--- src/hdl/bcg_pkg.sv ---
package bcg_pkg;

  // default counter width
  localparam int COUNT_BITS_DEF = 16;

  // register reset values
  localparam logic [15:0] WINDOW_RST    = 16'd20;
  localparam logic [15:0] LONG_TICK_RST = 16'd200;

  // register select (cfg_paddr[2])
  localparam logic REG_WINDOW    = 1'b0;
  localparam logic REG_LONG_TICK = 1'b1;

  typedef enum logic [1:0] {
    GEST_NONE   = 2'd0,
    GEST_SINGLE = 2'd1,
    GEST_DOUBLE = 2'd2,
    GEST_LONG   = 2'd3
  } gesture_t;

endpackage

--- src/hdl/bcg_engine.sv ---
module bcg_engine import bcg_pkg::*; #(
  parameter int COUNT_BITS = COUNT_BITS_DEF
) (
  input  logic        clk,
  input  logic        rst_n,
  input  logic        step_en,
  input  logic        down,
  input  logic [15:0] window,
  input  logic [15:0] long_ticks,
  output gesture_t    gesture_nxt,
  output logic        flag_nxt
);

  localparam int CMP_W = (COUNT_BITS > 16) ? COUNT_BITS : 16;

  logic [COUNT_BITS-1:0] held_r, held_nxt;
  logic [COUNT_BITS-1:0] gap_r, gap_nxt, gap_inc;
  logic [COUNT_BITS-1:0] long_cnt_r, long_cnt_nxt;
  logic                  latched_r, latched_nxt;
  logic                  edge_r, edge_nxt;
  logic [1:0]            tally_r, tally_nxt;
  logic                  fired_r, fired_nxt;
  logic                  flag_r;
  logic                  dbl;
  logic [CMP_W-1:0]      win_x, lpt_x;

  function automatic logic [COUNT_BITS-1:0] sat_inc(input logic [COUNT_BITS-1:0] v);
    return (v == '1) ? v : v + 1'b1;
  endfunction

  assign win_x = CMP_W'(window);
  assign lpt_x = CMP_W'(long_ticks);

  always_comb begin
    held_nxt     = down ? sat_inc(held_r) : '0;
    latched_nxt  = latched_r | down;
    edge_nxt     = edge_r;
    tally_nxt    = tally_r;
    gap_nxt      = gap_r;
    gap_inc      = sat_inc(gap_r);
    long_cnt_nxt = long_cnt_r;
    fired_nxt    = fired_r;
    flag_nxt     = flag_r;
    gesture_nxt  = GEST_NONE;
    dbl          = 1'b0;

    // tally a new press edge; second press in the window is a double click
    if (!edge_r) begin
      if (latched_nxt) begin
        tally_nxt = (tally_r == 2'd3) ? 2'd3 : tally_r + 2'd1;
        edge_nxt  = 1'b1;
      end
      if (tally_nxt == 2'd2) begin
        tally_nxt   = 2'd0;
        gap_nxt     = '0;
        dbl         = 1'b1;
        gesture_nxt = GEST_DOUBLE;
      end
    end

    if (!dbl) begin
      if (!down) begin
        latched_nxt = 1'b0;
        edge_nxt    = 1'b0;
      end
      if (tally_nxt == 2'd1) begin
        gap_nxt = gap_inc;
        if (CMP_W'(gap_inc) > win_x && CMP_W'(held_nxt) < win_x) begin
          tally_nxt   = 2'd0;
          gap_nxt     = '0;
          gesture_nxt = GEST_SINGLE;
        end else if (CMP_W'(held_nxt) > win_x) begin
          // held too long: pending click dropped
          tally_nxt = 2'd0;
          gap_nxt   = '0;
        end
      end
    end

    // long-press stage only runs on ticks without a click
    if (gesture_nxt == GEST_NONE) begin
      long_cnt_nxt = (!fired_r && down) ? sat_inc(long_cnt_r) : '0;
      if (CMP_W'(long_cnt_nxt) > lpt_x) begin
        fired_nxt    = 1'b1;
        long_cnt_nxt = '0;
        flag_nxt     = 1'b1;
        gesture_nxt  = GEST_LONG;
      end else if (long_cnt_nxt != COUNT_BITS'(1)) begin
        fired_nxt = 1'b0;
      end
    end
  end

  always_ff @(posedge clk) begin
    if (!rst_n) begin
      held_r     <= '0;
      gap_r      <= '0;
      long_cnt_r <= '0;
      latched_r  <= 1'b0;
      edge_r     <= 1'b0;
      tally_r    <= 2'd0;
      fired_r    <= 1'b0;
      flag_r     <= 1'b0;
    end else if (step_en) begin
      held_r     <= held_nxt;
      gap_r      <= gap_nxt;
      long_cnt_r <= long_cnt_nxt;
      latched_r  <= latched_nxt;
      edge_r     <= edge_nxt;
      tally_r    <= tally_nxt;
      fired_r    <= fired_nxt;
      flag_r     <= flag_nxt;
    end
  end

endmodule

--- src/hdl/button_click_gesture_detector_unit.sv ---
// Button gesture detector: single click, double click, long press.
// Datapath: an accepted input goes into the input register, then through the
// classify logic into the result register.
// Throughput: one item per cycle while the result channel is not stalled;
// the gesture state updates in one pass.
// Reset (rst_n low, synchronous): all engine counters and flags zero, registers
// back to window 20 and long-press threshold 200, both channels empty.
module button_click_gesture_detector_unit import bcg_pkg::*; #(
  parameter int COUNT_BITS = COUNT_BITS_DEF
) (
  input  logic        clk,
  input  logic        rst_n,
  // input channel
  input  logic        in_tvalid,
  output logic        in_tready,
  input  logic [7:0]  in_tdata,   // [0] key_level, [7:1] zero
  // result channel
  output logic        out_tvalid,
  input  logic        out_tready,
  output logic [7:0]  out_tdata,  // [1:0] gesture, [2] long_press_flag, [7:3] zero
  // configuration
  input  logic        cfg_psel,
  input  logic        cfg_penable,
  input  logic        cfg_pwrite,
  input  logic [2:0]  cfg_paddr,
  input  logic [31:0] cfg_pwdata,
  output logic [31:0] cfg_prdata,
  output logic        cfg_pready
);

  logic [15:0] window_r;
  logic [15:0] long_ticks_r;
  logic        cfg_wr;

  logic        in_v_r;
  logic        key_r;
  logic        advance;
  logic        out_v_r;
  gesture_t    gesture_r;
  logic        flag_r;
  gesture_t    gesture_nxt;
  logic        flag_nxt;

  // configuration registers
  assign cfg_pready = 1'b1;
  assign cfg_wr     = cfg_psel & cfg_penable & cfg_pwrite;

  always_ff @(posedge clk) begin
    if (!rst_n) begin
      window_r     <= WINDOW_RST;
      long_ticks_r <= LONG_TICK_RST;
    end else if (cfg_wr) begin
      unique case (cfg_paddr[2])
        REG_WINDOW:    window_r     <= cfg_pwdata[15:0];
        REG_LONG_TICK: long_ticks_r <= cfg_pwdata[15:0];
        default: ;
      endcase
    end
  end

  always_comb begin
    unique case (cfg_paddr[2])
      REG_WINDOW:    cfg_prdata = {16'd0, window_r};
      REG_LONG_TICK: cfg_prdata = {16'd0, long_ticks_r};
      default:       cfg_prdata = 32'd0;
    endcase
  end

  // item moves from input register to result register when the
  // result slot is free or being drained this cycle
  assign advance   = in_v_r & (~out_v_r | out_tready);
  assign in_tready = ~in_v_r | advance;

  always_ff @(posedge clk) begin
    if (!rst_n) begin
      in_v_r <= 1'b0;
    end else if (in_tvalid && in_tready) begin
      in_v_r <= 1'b1;
    end else if (advance) begin
      in_v_r <= 1'b0;
    end
  end

  always_ff @(posedge clk) begin
    if (in_tvalid && in_tready) begin
      key_r <= in_tdata[0];
    end
  end

  // classify logic and gesture state; key low means pressed
  bcg_engine #(
    .COUNT_BITS (COUNT_BITS)
  ) u_engine (
    .clk         (clk),
    .rst_n       (rst_n),
    .step_en     (advance),
    .down        (~key_r),
    .window      (window_r),
    .long_ticks  (long_ticks_r),
    .gesture_nxt (gesture_nxt),
    .flag_nxt    (flag_nxt)
  );

  // result register
  always_ff @(posedge clk) begin
    if (!rst_n) begin
      out_v_r <= 1'b0;
    end else if (advance) begin
      out_v_r <= 1'b1;
    end else if (out_tready) begin
      out_v_r <= 1'b0;
    end
  end

  always_ff @(posedge clk) begin
    if (advance) begin
      gesture_r <= gesture_nxt;
      flag_r    <= flag_nxt;
    end
  end

  assign out_tvalid = out_v_r;
  assign out_tdata  = {5'd0, flag_r, gesture_r};

endmodule
--- config.mk ---
export PLATFORM = sky130hd
export DESIGN_NAME = button_click_gesture_detector_unit
export DESIGN_NICKNAME = d
export VERILOG_FILES = /design/src/hdl/bcg_pkg.sv /design/src/hdl/bcg_engine.sv /design/src/hdl/button_click_gesture_detector_unit.sv
export SDC_FILE = /design/constraint.sdc
export NUM_CORES = 1
export LEC_CHECK = 0
export ABC_AREA = 1
export BUFFER_PORTS_ARGS = -buffer_cell sky130_fd_sc_hd__buf_2
export CAP_MARGIN = 20
export CORE_MARGIN = 2
export CORE_UTILIZATION = 63
export CTS_BUF_LIST = sky130_fd_sc_hd__clkbuf_8 sky130_fd_sc_hd__clkbuf_16
export DETAILED_ROUTE_END_ITERATION = 12
export PLACE_DENSITY = 0.9
export SYNTH_ARGS = -nofsm -noshare
export SYNTH_HDL_FRONTEND = slang
export SYNTH_SLANG_ARGS = --single-unit
--- constraint.sdc ---
create_clock -name clk -period 5.1 [get_ports clk]
set_clock_uncertainty 0.1 [all_clocks]
set_input_delay 0.765 -clock clk [delete_from_list [all_inputs] [get_ports clk]]
set_output_delay 0.765 -clock clk [all_outputs]
set_load 0.1 [all_outputs]
==> flow_metrics.env, run 1 <==
export IMPL_status="finished, final reports clean"
export IMPL_endpoint_kind="flip-flop"
export IMPL_post_cts_setup_buffers=0
export IMPL_worstSetupPathType="reg -> reg"
export IMPL_rr_worst_depth=22
export IMPL_antennaDiodeCount=0
export IMPL_synth_flop_cell="dfxtp_1"
export IMPL_rsz0062_at_grt="no"
export IMPL_antenna_left=0
export IMPL_crit_required_ps=5280
export IMPL_maxSlewViolCount=0
export IMPL_routedWlPerCell_um=14.6
export IMPL_synth_seq_area_share_pct=28.0
export IMPL_tns_ps=0
export IMPL_portBuffers=45
export IMPL_startpoint_type="flip-flop"
export IMPL_cts_hold_buf=0
export IMPL_peakVddDrop_mv=0.174
export IMPL_grt_overflow_total=0
export IMPL_rows=37
export IMPL_drt_initial_drc_count=480
export IMPL_dp_slack_ps=960
export IMPL_ys_ff_latch=92
export IMPL_setup_violations=0
export IMPL_rr_endpoint="u_engine.tally_r[0]"
export IMPL_synth_area_um2=6730
export IMPL_synthTopCellsByArea="dfxtp_1 26%, nand2_1 14%, ha_1 9.5%, a21oi_1 8.6%, o21ai_0 8.0%"
export IMPL_cts_buffers=9
export IMPL_die_w_um=107
export IMPL_clock_latency_ps=390
export IMPL_holdWs_ps=374
export IMPL_grt_first_pass_wirelength_um=29000
export IMPL_min_to="u_engine.flag_r"
export IMPL_timing_rr_start="u_engine.gap_r[0]"
export IMPL_whs_path_depth=2
export IMPL_p_leak_uw=0.00330
export IMPL_fin_crit_sh_pct=84.0
export IMPL_antenna_found_initial=0
export IMPL_dr_pass1_iters=6
export IMPL_ys_types=46
export IMPL_synth_top_area_cell="dfxtp_1"
export IMPL_synth_edf_count=4
export IMPL_syn_avg_cell_area_um2=6.51
export IMPL_path_max_fanout=16
export IMPL_synthArstFlopShare_pct=0
export IMPL_wirelength_um=17400
export IMPL_tightest_slew_ps=899
export IMPL_path_clk_slew_ps=100
export IMPL_yosysWarningCount=0
export IMPL_maxSlewHeadroom_pct=39.9
export IMPL_hpwl_um=12800
export IMPL_yosysTopAreaCellShare_pct=26.2
export IMPL_setup_ws_ps=818
export IMPL_track_usage_pct=31.3
export IMPL_ff2ff_setup_slack_ps=820
export IMPL_grt_max_degree=54
export IMPL_final_min_clock_period_ps=4280
export IMPL_cts_max_level=3
export IMPL_via_per_inst=5.69
export IMPL_io_pins=93
export IMPL_routabilityCongestion=0.916
export IMPL_drive_above_1_share_pct=11.1
export IMPL_hold_path_class="reg -> reg"
export IMPL_area_delta_synth_final_pct=5.54
export IMPL_hold_start="u_engine.flag_r"
export IMPL_cts_path_max_buffers=2
export IMPL_clockRootBuffer="clkbuf_8"
export IMPL_fmax_mhz=234
export IMPL_die_area_um2=11500
export IMPL_cts_sinks=92
export IMPL_grt_pass1_vias=6250
export IMPL_remaining_drc_errors=0
export IMPL_hold_viol_final=0
export IMPL_cts_resized=0
export IMPL_cts_tree="done"
export IMPL_synth_most_common_cell="nand2_1"
export IMPL_synth_commonest_cells="243 x nand2_1, 126 x inv_1, 116 x a21oi_1"
export IMPL_vias=6808
export IMPL_worstPathArrival_ps=4460
export IMPL_cap_viol_max_count=0
export IMPL_power_density_nw_per_um2=248
export IMPL_start_util_pct=64.9
export IMPL_fin_nets=1156
export IMPL_synthCells=1033
export IMPL_die_height_um=107
export IMPL_core_area_um2=10400
-- per-stage QoR --
| step | instance area [um^2] | util, % | cells | power, uW |
|---|---|---|---|---|
| global route | 7100 | 68.5 | 1196 | 1830 |
| global placement | 6890 | 66.5 | 1180 | 1230 |
| detailed placement | 6890 | 66.5 | 1180 | 1240 |
| CTS | 7100 | 68.5 | 1196 | 1760 |
| finish | 7100 | 68.5 | 1196 | 1760 |
| floorplan | 6800 | - | 1053 | 1170 |
-- routing by layer --
layer	GRT usage [%]	part of all wire [%]	vias to the layer above
li1	-	-	3381
met1	41.3	42	3059
met4	14.9	3.4	0
met3	5.15	9.2	48
met2	50.0	45	320
met5	0	0	-
-- worst max-delay path by stage --
stage | end | cells past startpoint | slack, ps | start
3_5_place_dp | u_engine.tally_r[0] | 22 | 960 | u_engine.gap_r[0]
3_3_place_gp | u_engine.tally_r[0] | 22 | 1020 | u_engine.gap_r[0]
4_1_cts | u_engine.tally_r[0] | 22 | 910 | u_engine.gap_r[0]
5_1_grt | u_engine.tally_r[0] | 22 | 440 | u_engine.gap_r[0]
6_report | u_engine.tally_r[0] | 22 | 820 | u_engine.gap_r[0]
2_1_floorplan | cfg_prdata[11] | 2 | 1160 | cfg_paddr[2]
-- worst max-delay path, cell delays in order (launching register included) --
cell	delay, ps
dfxtp_1	520
ha_1	270
nand2_1	80
nor2_2	200
nand2_1	110
nor2_2	460
inv_1	190
o21ai_0	180
inv_1	90
ha_1	290
inv_1	40
o21bai_1	110
nand2_1	60
nand2_1	50
nand2_1	40
nand2_1	50
a21oi_1	70
nor2_2	560
inv_1	250
nand3_1	130
o21ai_0	90
o21ai_0	160
inv_1	50
-- where the power goes --
part / internal [uW] / switching, uW
clock network: 230 / 292
registers: 753 / 28.9
logic: 104 / 351
-- layout by cell type (no fill, tap or decap), types with 12 or more instances in the layout --
cell type  count
nand2_1      243
buf_2         45
dfxtp_1       88
conb_1        22
nand3_1       50
inv_2         12
o21ai_0      107
inv_1        126
nor2_1        68
ha_1          51
a21oi_1      116
nand4_1       13
-- cell type report --
class	instances	area (um^2)
Clock inverter	5	46.3
Multi-Input combinational cell	763	4060
Sequential cell	92	1880
Fill cell	898	3270
Timing Repair Buffer	48	248
Clock buffer	11	163
Inverter	141	532
Tap cell	136	170
-- logic make-up after synthesis --
kind of cell | count (synthesis) | synth area share (%)
AND/OR/NAND/NOR | 420 | 27.5
AO/OA/AOI/OAI | 259 | 20.7
buffers and inverters | 198 | 12.8
flip-flops | 92 | 28.0
adder cells (fa/ha/maj) | 51 | 9.48
XOR/XNOR | 11 | 1.43
other | 2 | 0.112
-- flip-flops by register name (all words and copies together) (netlist names) --
| signal | cells |
|---|---|
| u_engine.long_cnt_r | 16 |
| out_tvalid | 1 |
| long_ticks_r | 16 |
| u_engine.edge_r | 1 |
| u_engine.latched_r | 1 |
| in_v_r | 1 |
| u_engine.held_r | 16 |
| u_engine.flag_r | 1 |
| key_r | 1 |
| flag_r | 1 |
| u_engine.fired_r | 1 |
| window_r | 16 |
| u_engine.tally_r | 2 |
| u_engine.gap_r | 16 |
| gesture_r | 2 |
Power figures use the tool's default switching activity.
==> inputs of run 2 (changes only) <==
--- a/config.mk
+++ b/config.mk
@@ -5,14 +5,14 @@
 export SDC_FILE = /design/constraint.sdc
 export NUM_CORES = 1
 export LEC_CHECK = 0
-export ABC_AREA = 1
+export ABC_AREA = 0
 export BUFFER_PORTS_ARGS = -buffer_cell sky130_fd_sc_hd__buf_2
 export CAP_MARGIN = 20
 export CORE_MARGIN = 2
-export CORE_UTILIZATION = 63
+export CORE_UTILIZATION = 58
 export CTS_BUF_LIST = sky130_fd_sc_hd__clkbuf_8 sky130_fd_sc_hd__clkbuf_16
 export DETAILED_ROUTE_END_ITERATION = 12
-export PLACE_DENSITY = 0.9
+export PLACE_DENSITY = 0.85
 export SYNTH_ARGS = -nofsm -noshare
 export SYNTH_HDL_FRONTEND = slang
 export SYNTH_SLANG_ARGS = --single-unit
==> constraint.sdc (replaced) <==
create_clock -name clk -period 4.4 [get_ports clk]
set_clock_uncertainty 0.1 [all_clocks]
set_input_delay 0.66 -clock clk [delete_from_list [all_inputs] [get_ports clk]]
set_output_delay 0.66 -clock clk [all_outputs]
set_load 0.1 [all_outputs]
==> run 2 against run 1 <==
Against the previous run: critical endpoint unchanged; combinational power decreased by 34%; total power increased by 4.4%; via count decreased by 10%; non-clock buffer count increased by 13; design area decreased by 2.2%.
==> flow_metrics.env, run 2 <==
export IMPL_tns_ps=0
export IMPL_synthMuxAreaShare_pct=3.15
export IMPL_synth_top_family_by_area="simple AND/OR/NAND/NOR gates"
export IMPL_portBuffers=45
export IMPL_placedCellCount=1001
export IMPL_ys_types=70
export IMPL_synth_most_common_cell="nand2_1"
export IMPL_die_height_um=109
export IMPL_ys_ff_latch=92
export IMPL_cp_num_cells=15
export IMPL_syn_avg_cell_area_um2=7.64
export IMPL_startpoint_type="flip-flop"
export IMPL_drive_above_1_share_pct=12.6
export IMPL_final_common_cell="nand2_1"
export IMPL_endpoint_kind="flip-flop"
export IMPL_holdWs_ps=354
export IMPL_crit_required_ps=4590
export IMPL_setup_ws_ps=257
export IMPL_cts_sinks=92
export IMPL_die_area_um2=11900
export IMPL_power_density_nw_per_um2=265
export IMPL_cts_path_max_buffers=2
export IMPL_cts_buffers=9
export IMPL_rows=38
export IMPL_endpoint="u_engine.tally_r[0]"
export IMPL_fin_nets=974
export IMPL_drt_initial_drc_count=667
export IMPL_crit_slowest_cell="dfxtp_1"
export IMPL_worstPathArrival_ps=4330
export IMPL_fin_util_pct=64.1
export IMPL_dr_pass1_iters=5
export IMPL_synthArstFlopShare_pct=0
export IMPL_synth_compound_area_share_pct=19.3
export IMPL_start_util_pct=59.3
export IMPL_critical_path_cell_chain="nand4_2 -> nor4_4 -> a21oi_1 -> and3_1 -> and3_1 -> xnor2_1 -> nor2_1 -> ha_1 -> a21oi_1 -> o21ai_0 -> a2bb2oi_2 -> o211ai_2 -> nor3_4 -> nor2_1 -> a2111oi_2"
export IMPL_grt_pass1_vias=5610
export IMPL_maxSlewHeadroom_pct=43.2
export IMPL_final_cell_mix="153 x nand2_1, 88 x dfxtp_1, 72 x a21oi_1"
export IMPL_whs_path_depth=1
export IMPL_synth_top_area_cell="dfxtp_1"
export IMPL_synth_simple_area_share_pct=27.0
export IMPL_critical_path_max_stage_delay_ps=490
export IMPL_area_delta_synth_final_pct=7.98
export IMPL_timing_rr_start="u_engine.held_r[4]"
export IMPL_final_min_clock_period_ps=4140
export IMPL_synth_edf_count=4
export IMPL_yosysWarningCount=0
export IMPL_fin_crit_sh_pct=94.2
export IMPL_ff2ff_setup_slack_ps=260
export IMPL_dp_slack_ps=289
export IMPL_cap_viol_max_count=0
export IMPL_routabilityCongestion=0.913
export IMPL_cts_max_level=3
export IMPL_synth_seq_area_share_pct=29.3
export IMPL_rsz0062_at_grt="no"
export IMPL_worstSetupPathType="reg -> reg"
export IMPL_hold_path_class="in -> reg"
export IMPL_via_per_inst=6.02
export IMPL_grt_overflow_total=0
export IMPL_peakVddDrop_mv=0.291
export IMPL_cts_tree="done"
export IMPL_wirelength_um=16800
export IMPL_synth_commonest_cells="153 x nand2_1, 88 x dfxtp_1, 72 x a21oi_1"
export IMPL_crit_buf_inv=0
export IMPL_antenna_found_initial=0
export IMPL_rr_worst_depth=15
export IMPL_maxSlewViolCount=0
export IMPL_fmax_mhz=241
export IMPL_grt_first_pass_wirelength_um=26700
export IMPL_p_leak_uw=0.00286
export IMPL_synthXorXnorAreaFrac_pct=3.68
export IMPL_status="finished, final reports clean"
export IMPL_final_cells=1018
export IMPL_die_w_um=109
export IMPL_antennaDiodeCount=0
export IMPL_track_usage_pct=28.6
export IMPL_fill_cells=918
export IMPL_synth_area_um2=6430
export IMPL_clockRootBuffer="clkbuf_8"
export IMPL_io_pins=93
export IMPL_grt_max_degree=52
export IMPL_routedWlPerCell_um=16.6
export IMPL_tightest_slew_ps=845
export IMPL_antenna_left=0
export IMPL_hold_viol_final=0
export IMPL_clock_latency_ps=390
export IMPL_yosysTopAreaCellShare_pct=27.4
export IMPL_rr_endpoint="u_engine.tally_r[0]"
export IMPL_synth_flop_cell="dfxtp_1"
export IMPL_path_max_fanout=7
export IMPL_setup_violations=0
export IMPL_synthTopCellsByArea="dfxtp_1 27%, ha_1 9.9%, nand2_1 8.9%, a21oi_1 5.6%, nor2_1 4.0%"
export IMPL_remaining_drc_errors=0
export IMPL_crit_start="u_engine.held_r[4]"
export IMPL_path_clk_slew_ps=90
export IMPL_path_delay_family="simple AND/OR/NAND/NOR gates"
export IMPL_vias=6128
export IMPL_core_area_um2=10800
export IMPL_synthCells=842
export IMPL_hpwl_um=12100
export IMPL_cts_hold_buf=0
export IMPL_synth_adder_area_share_pct=9.92
==> run 2: changes by cell type after synthesis, moves of 15 or more <==
cell,change
inv_1,-85
nand3_1,-15
a21oi_1,-44
mux2i_1,+18
nand2_1,-90
o21ai_0,-66
==> run 2: how the worst min path moves through the flow <==
stage | startpoint | to
2_1_floorplan | u_engine.flag_r | u_engine.flag_r
3_3_place_gp | u_engine.flag_r | u_engine.flag_r
3_5_place_dp | u_engine.flag_r | u_engine.flag_r
4_1_cts | in_tdata[0] | key_r
5_1_grt | in_tdata[0] | key_r
6_report | in_tdata[0] | key_r
==> run 2: metrics by stage <==
step	power [uW]	instance area, um^2
after floorplan	1140	6510
after global placement	1170	6690
after detailed placement	1180	6690
after CTS	1840	6920
after global routing	1890	6940
final	1840	6940
==> run 2: cells by family (layout without fill, tap and decap cells) <==
family | after synthesis | after routing
simple gates | 356 | 356
compound gates | 192 | 192
buf+inv | 102 | 118
flops | 92 | 92
fa+ha+maj | 51 | 51
xor+xnor | 27 | 27
mux | 20 | 20
other cells | 2 | 22
==> run 2: power breakdown <==
part	internal (uW)	total (uW)	switching, uW	leakage (uW)
sequential	851	862	11.1	0.000750
combinational	55.4	301	246	0.00199
clock	365	675	310	0.000122
==> run 2: area by class of cell <==
class	count	area (um^2)	area share (%)
multi-input combinational	668	4150	59.8
sequential	92	1880	27.1
tap	140	175	2.52
clock buffer	12	165	2.38
inverter	41	154	2.22
clock inverter	4	70.1	1.01
timing repair buffer	61	345	4.97
==> run 2: layer usage <==
layer	wire, um	track usage (%)	vias up
met5	0	0	-
met2	7660	44.5	258
met3	1120	6.58	46
met1	7490	37.9	2830
li1	-	-	2994
met4	570	13.0	0
==> run 2: worst reg2reg max path, delay by kind of cell (launching register included) <==
family,cells,cell delay [ps]
adder cells (fa/ha/maj),1,340
flip-flops,1,490
AO/OA/AOI/OAI,6,1270
XOR/XNOR,1,150
AND/OR/NAND/NOR,7,1720
==> run 2: timing repair <==
item / 4_1_cts / 5_1_grt
endpoints found under the setup margin: 0 / 12
resized for setup: 0 / 3
buffers inserted: 0 / 1
==> inputs of run 3 (changes only) <==
--- a/config.mk
+++ b/config.mk
@@ -9,10 +9,11 @@
 export BUFFER_PORTS_ARGS = -buffer_cell sky130_fd_sc_hd__buf_2
 export CAP_MARGIN = 20
 export CORE_MARGIN = 2
-export CORE_UTILIZATION = 58
+export CORE_UTILIZATION = 53
 export CTS_BUF_LIST = sky130_fd_sc_hd__clkbuf_8 sky130_fd_sc_hd__clkbuf_16
 export DETAILED_ROUTE_END_ITERATION = 12
-export PLACE_DENSITY = 0.85
+export PLACE_DENSITY = 0.82
+export SLEW_MARGIN = 10
 export SYNTH_ARGS = -nofsm -noshare
 export SYNTH_HDL_FRONTEND = slang
 export SYNTH_SLANG_ARGS = --single-unit
==> constraint.sdc (replaced) <==
create_clock -name clk -period 3.4 [get_ports clk]
set_clock_uncertainty 0.1 [all_clocks]
set_input_delay 0.51 -clock clk [delete_from_list [all_inputs] [get_ports clk]]
set_output_delay 0.51 -clock clk [all_outputs]
set_load 0.1 [all_outputs]
==> run 3 against run 2 <==
Against the previous run: fmax rose by 15%; combinational power rose by 42%; critical path type unchanged; routed wire length rose by 21%; utilization rose by 6.9 points; cell count rose by 14%; worst hold slack got worse by 120 ps; the run now ends with setup timing left; critical path depth did not move; flip-flop and latch count did not move; sequential power rose by 30%; worst setup slack got worse by 470 ps.
==> flow_metrics.env, run 3 (synthesis results as in run 2) <==
export IMPL_final_common_cell="nand2_1"
export IMPL_worstPathArrival_ps=3770
export IMPL_cap_viol_max_count=0
export IMPL_postPlaceCellArea_um2=7590
export IMPL_grt_pass1_vias=6387
export IMPL_p_leak_uw=0.00371
export IMPL_cts_hold_buf=0
export IMPL_grt_first_pass_wirelength_um=30000
export IMPL_path_delay_family="simple AND/OR/NAND/NOR gates"
export IMPL_final_cell_mix="149 x nand2_1, 143 x buf_4, 75 x dfxtp_1"
export IMPL_die_w_um=114
export IMPL_fmax_mhz=277
export IMPL_timing_rr_start="u_engine.held_r[7]"
export IMPL_wirelength_um=20400
export IMPL_clockRootBuffer="clkbuf_16"
export IMPL_peakVddDrop_mv=0.406
export IMPL_portBuffers=45
export IMPL_fill_cells=843
export IMPL_antenna_left=0
export IMPL_drt_initial_drc_count=945
export IMPL_placedCellCount=1119
export IMPL_path_max_fanout=5
export IMPL_dp_slack_ps=-375
export IMPL_cts_max_level=3
export IMPL_vias=6983
export IMPL_track_usage_pct=29.0
export IMPL_final_min_clock_period_ps=3610
export IMPL_hold_viol_final=0
export IMPL_maxSlewViolCount=0
export IMPL_area_delta_synth_final_pct=31.4
export IMPL_hold_path_class="in -> reg"
export IMPL_routedWlPerCell_um=17.6
export IMPL_antennaDiodeCount=0
export IMPL_maxSlewHeadroom_pct=42.0
export IMPL_io_pins=93
export IMPL_rr_endpoint="u_engine.long_cnt_r[2]"
export IMPL_path_common_cell="buf_4"
export IMPL_final_cells=1158
export IMPL_crit_buf_inv=2
export IMPL_start_util_pct=54.0
export IMPL_fin_area_um2=8450
export IMPL_fin_util_pct=70.9
export IMPL_rsz0062_at_grt="yes"
export IMPL_endpoint_kind="flip-flop"
export IMPL_power_density_nw_per_um2=315
export IMPL_core_area_um2=11900
export IMPL_fin_crit_sh_pct=106
export IMPL_routabilityCongestion=0.929
export IMPL_cts_path_max_buffers=2
export IMPL_area_sequential_um2=1900
export IMPL_drive_above_1_share_pct=30.2
export IMPL_die_area_um2=13000
export IMPL_critical_path_max_stage_delay_ps=470
export IMPL_via_per_inst=6.03
export IMPL_remaining_drc_errors=0
export IMPL_setup_violations=38
export IMPL_startpoint_type="flip-flop"
export IMPL_crit_required_ps=3550
export IMPL_path_clk_slew_ps=60
export IMPL_cts_buffers=9
export IMPL_hpwl_um=13400
export IMPL_cts_sinks=92
export IMPL_fin_nets=1107
export IMPL_status="complete, but fails checks"
export IMPL_cts_tree="done"
export IMPL_multi_input_area_um2=4500
export IMPL_whs_path_depth=1
export IMPL_antenna_found_initial=0
export IMPL_grt_max_degree=50
export IMPL_die_height_um=114
export IMPL_hold_start="in_tdata[0]"
export IMPL_setup_ws_ps=-211
export IMPL_clock_latency_ps=350
export IMPL_grt_overflow_total=0
export IMPL_tightest_slew_ps=871
export IMPL_critical_path_cell_chain="nand4_4 -> buf_4 -> nor4_4 -> and2_4 -> nand3_1 -> mux2i_2 -> nor2_1 -> ha_1 -> nand4_1 -> or3_4 -> o211a_1 -> o211ai_4 -> nand2_4 -> buf_4 -> o41ai_2"
export IMPL_ff2ff_setup_slack_ps=-210
export IMPL_rows=40
export IMPL_dr_pass1_iters=6
export IMPL_crit_slowest_cell="or3_4"
export IMPL_worstSetupPathType="reg -> reg"
export IMPL_min_to="key_r"
export IMPL_rr_worst_depth=15
export IMPL_violations="setup timing"
[run 3: power breakdown]
group / internal [uW] / switching [uW] / total, uW / leakage, uW
Sequential: 1100 / 12.9 / 1120 / 0.000757
Clock: 696 / 427 / 1120 / 0.000173
Combinational: 89.6 / 337 / 427 / 0.00278
Total: 1890 / 778 / 2670 / 0.00371
[run 3: layer usage]
layer	GRT usage, %	share of wire [%]	wire length (um)	vias up
met5	0	0	0	-
met4	12.7	4.9	1010	0
met3	7.15	7.5	1530	109
met2	50.8	49	10100	378
met1	33.5	38	7780	3233
li1	-	-	-	3263
[run 3: cell type report]
class	instances	share of cell area, %
clock inverter	3	0.459
sequential	92	22.5
inverter	41	1.82
timing repair buffer	194	16.2
multi-input combinational	668	53.3
clock buffer	13	3.58
tap	147	2.18
[run 3: how the worst max path moves through the flow]
stage | startpoint | endpoint | slack, ps | depth (start not counted)
4_1_cts | u_engine.held_r[1] | u_engine.gap_r[3] | -110 | 17
3_3_place_gp | u_engine.held_r[6] | u_engine.tally_r[0] | -130 | 14
3_5_place_dp | u_engine.held_r[5] | u_engine.gap_r[3] | -370 | 14
5_1_grt | u_engine.long_cnt_r[10] | u_engine.long_cnt_r[12] | -340 | 16
6_report | u_engine.held_r[7] | u_engine.long_cnt_r[2] | -210 | 15
2_1_floorplan | cfg_paddr[2] | cfg_prdata[15] | -180 | 3
[run 3: what timing repair did]
item                                    CTS  global route
pin swaps                                37            40
endpoints found under the hold margin     0             0
endpoints found under the setup margin   38            38
gates resized for setup                  36            42
setup buffers                             8            15
[run 3: stage by stage]
| step | TNS, ps | hold slack, ps | total power [uW] |
|---|---|---|---|
| after global placement | -2660 | 327 | 1530 |
| after global routing | -10590 | 222 | 2740 |
| after CTS | -2380 | 228 | 2640 |
| after floorplan | -1980 | 318 | 1470 |
| after detailed placement | -7690 | 333 | 1530 |
| final | -5480 | 232 | 2670 |
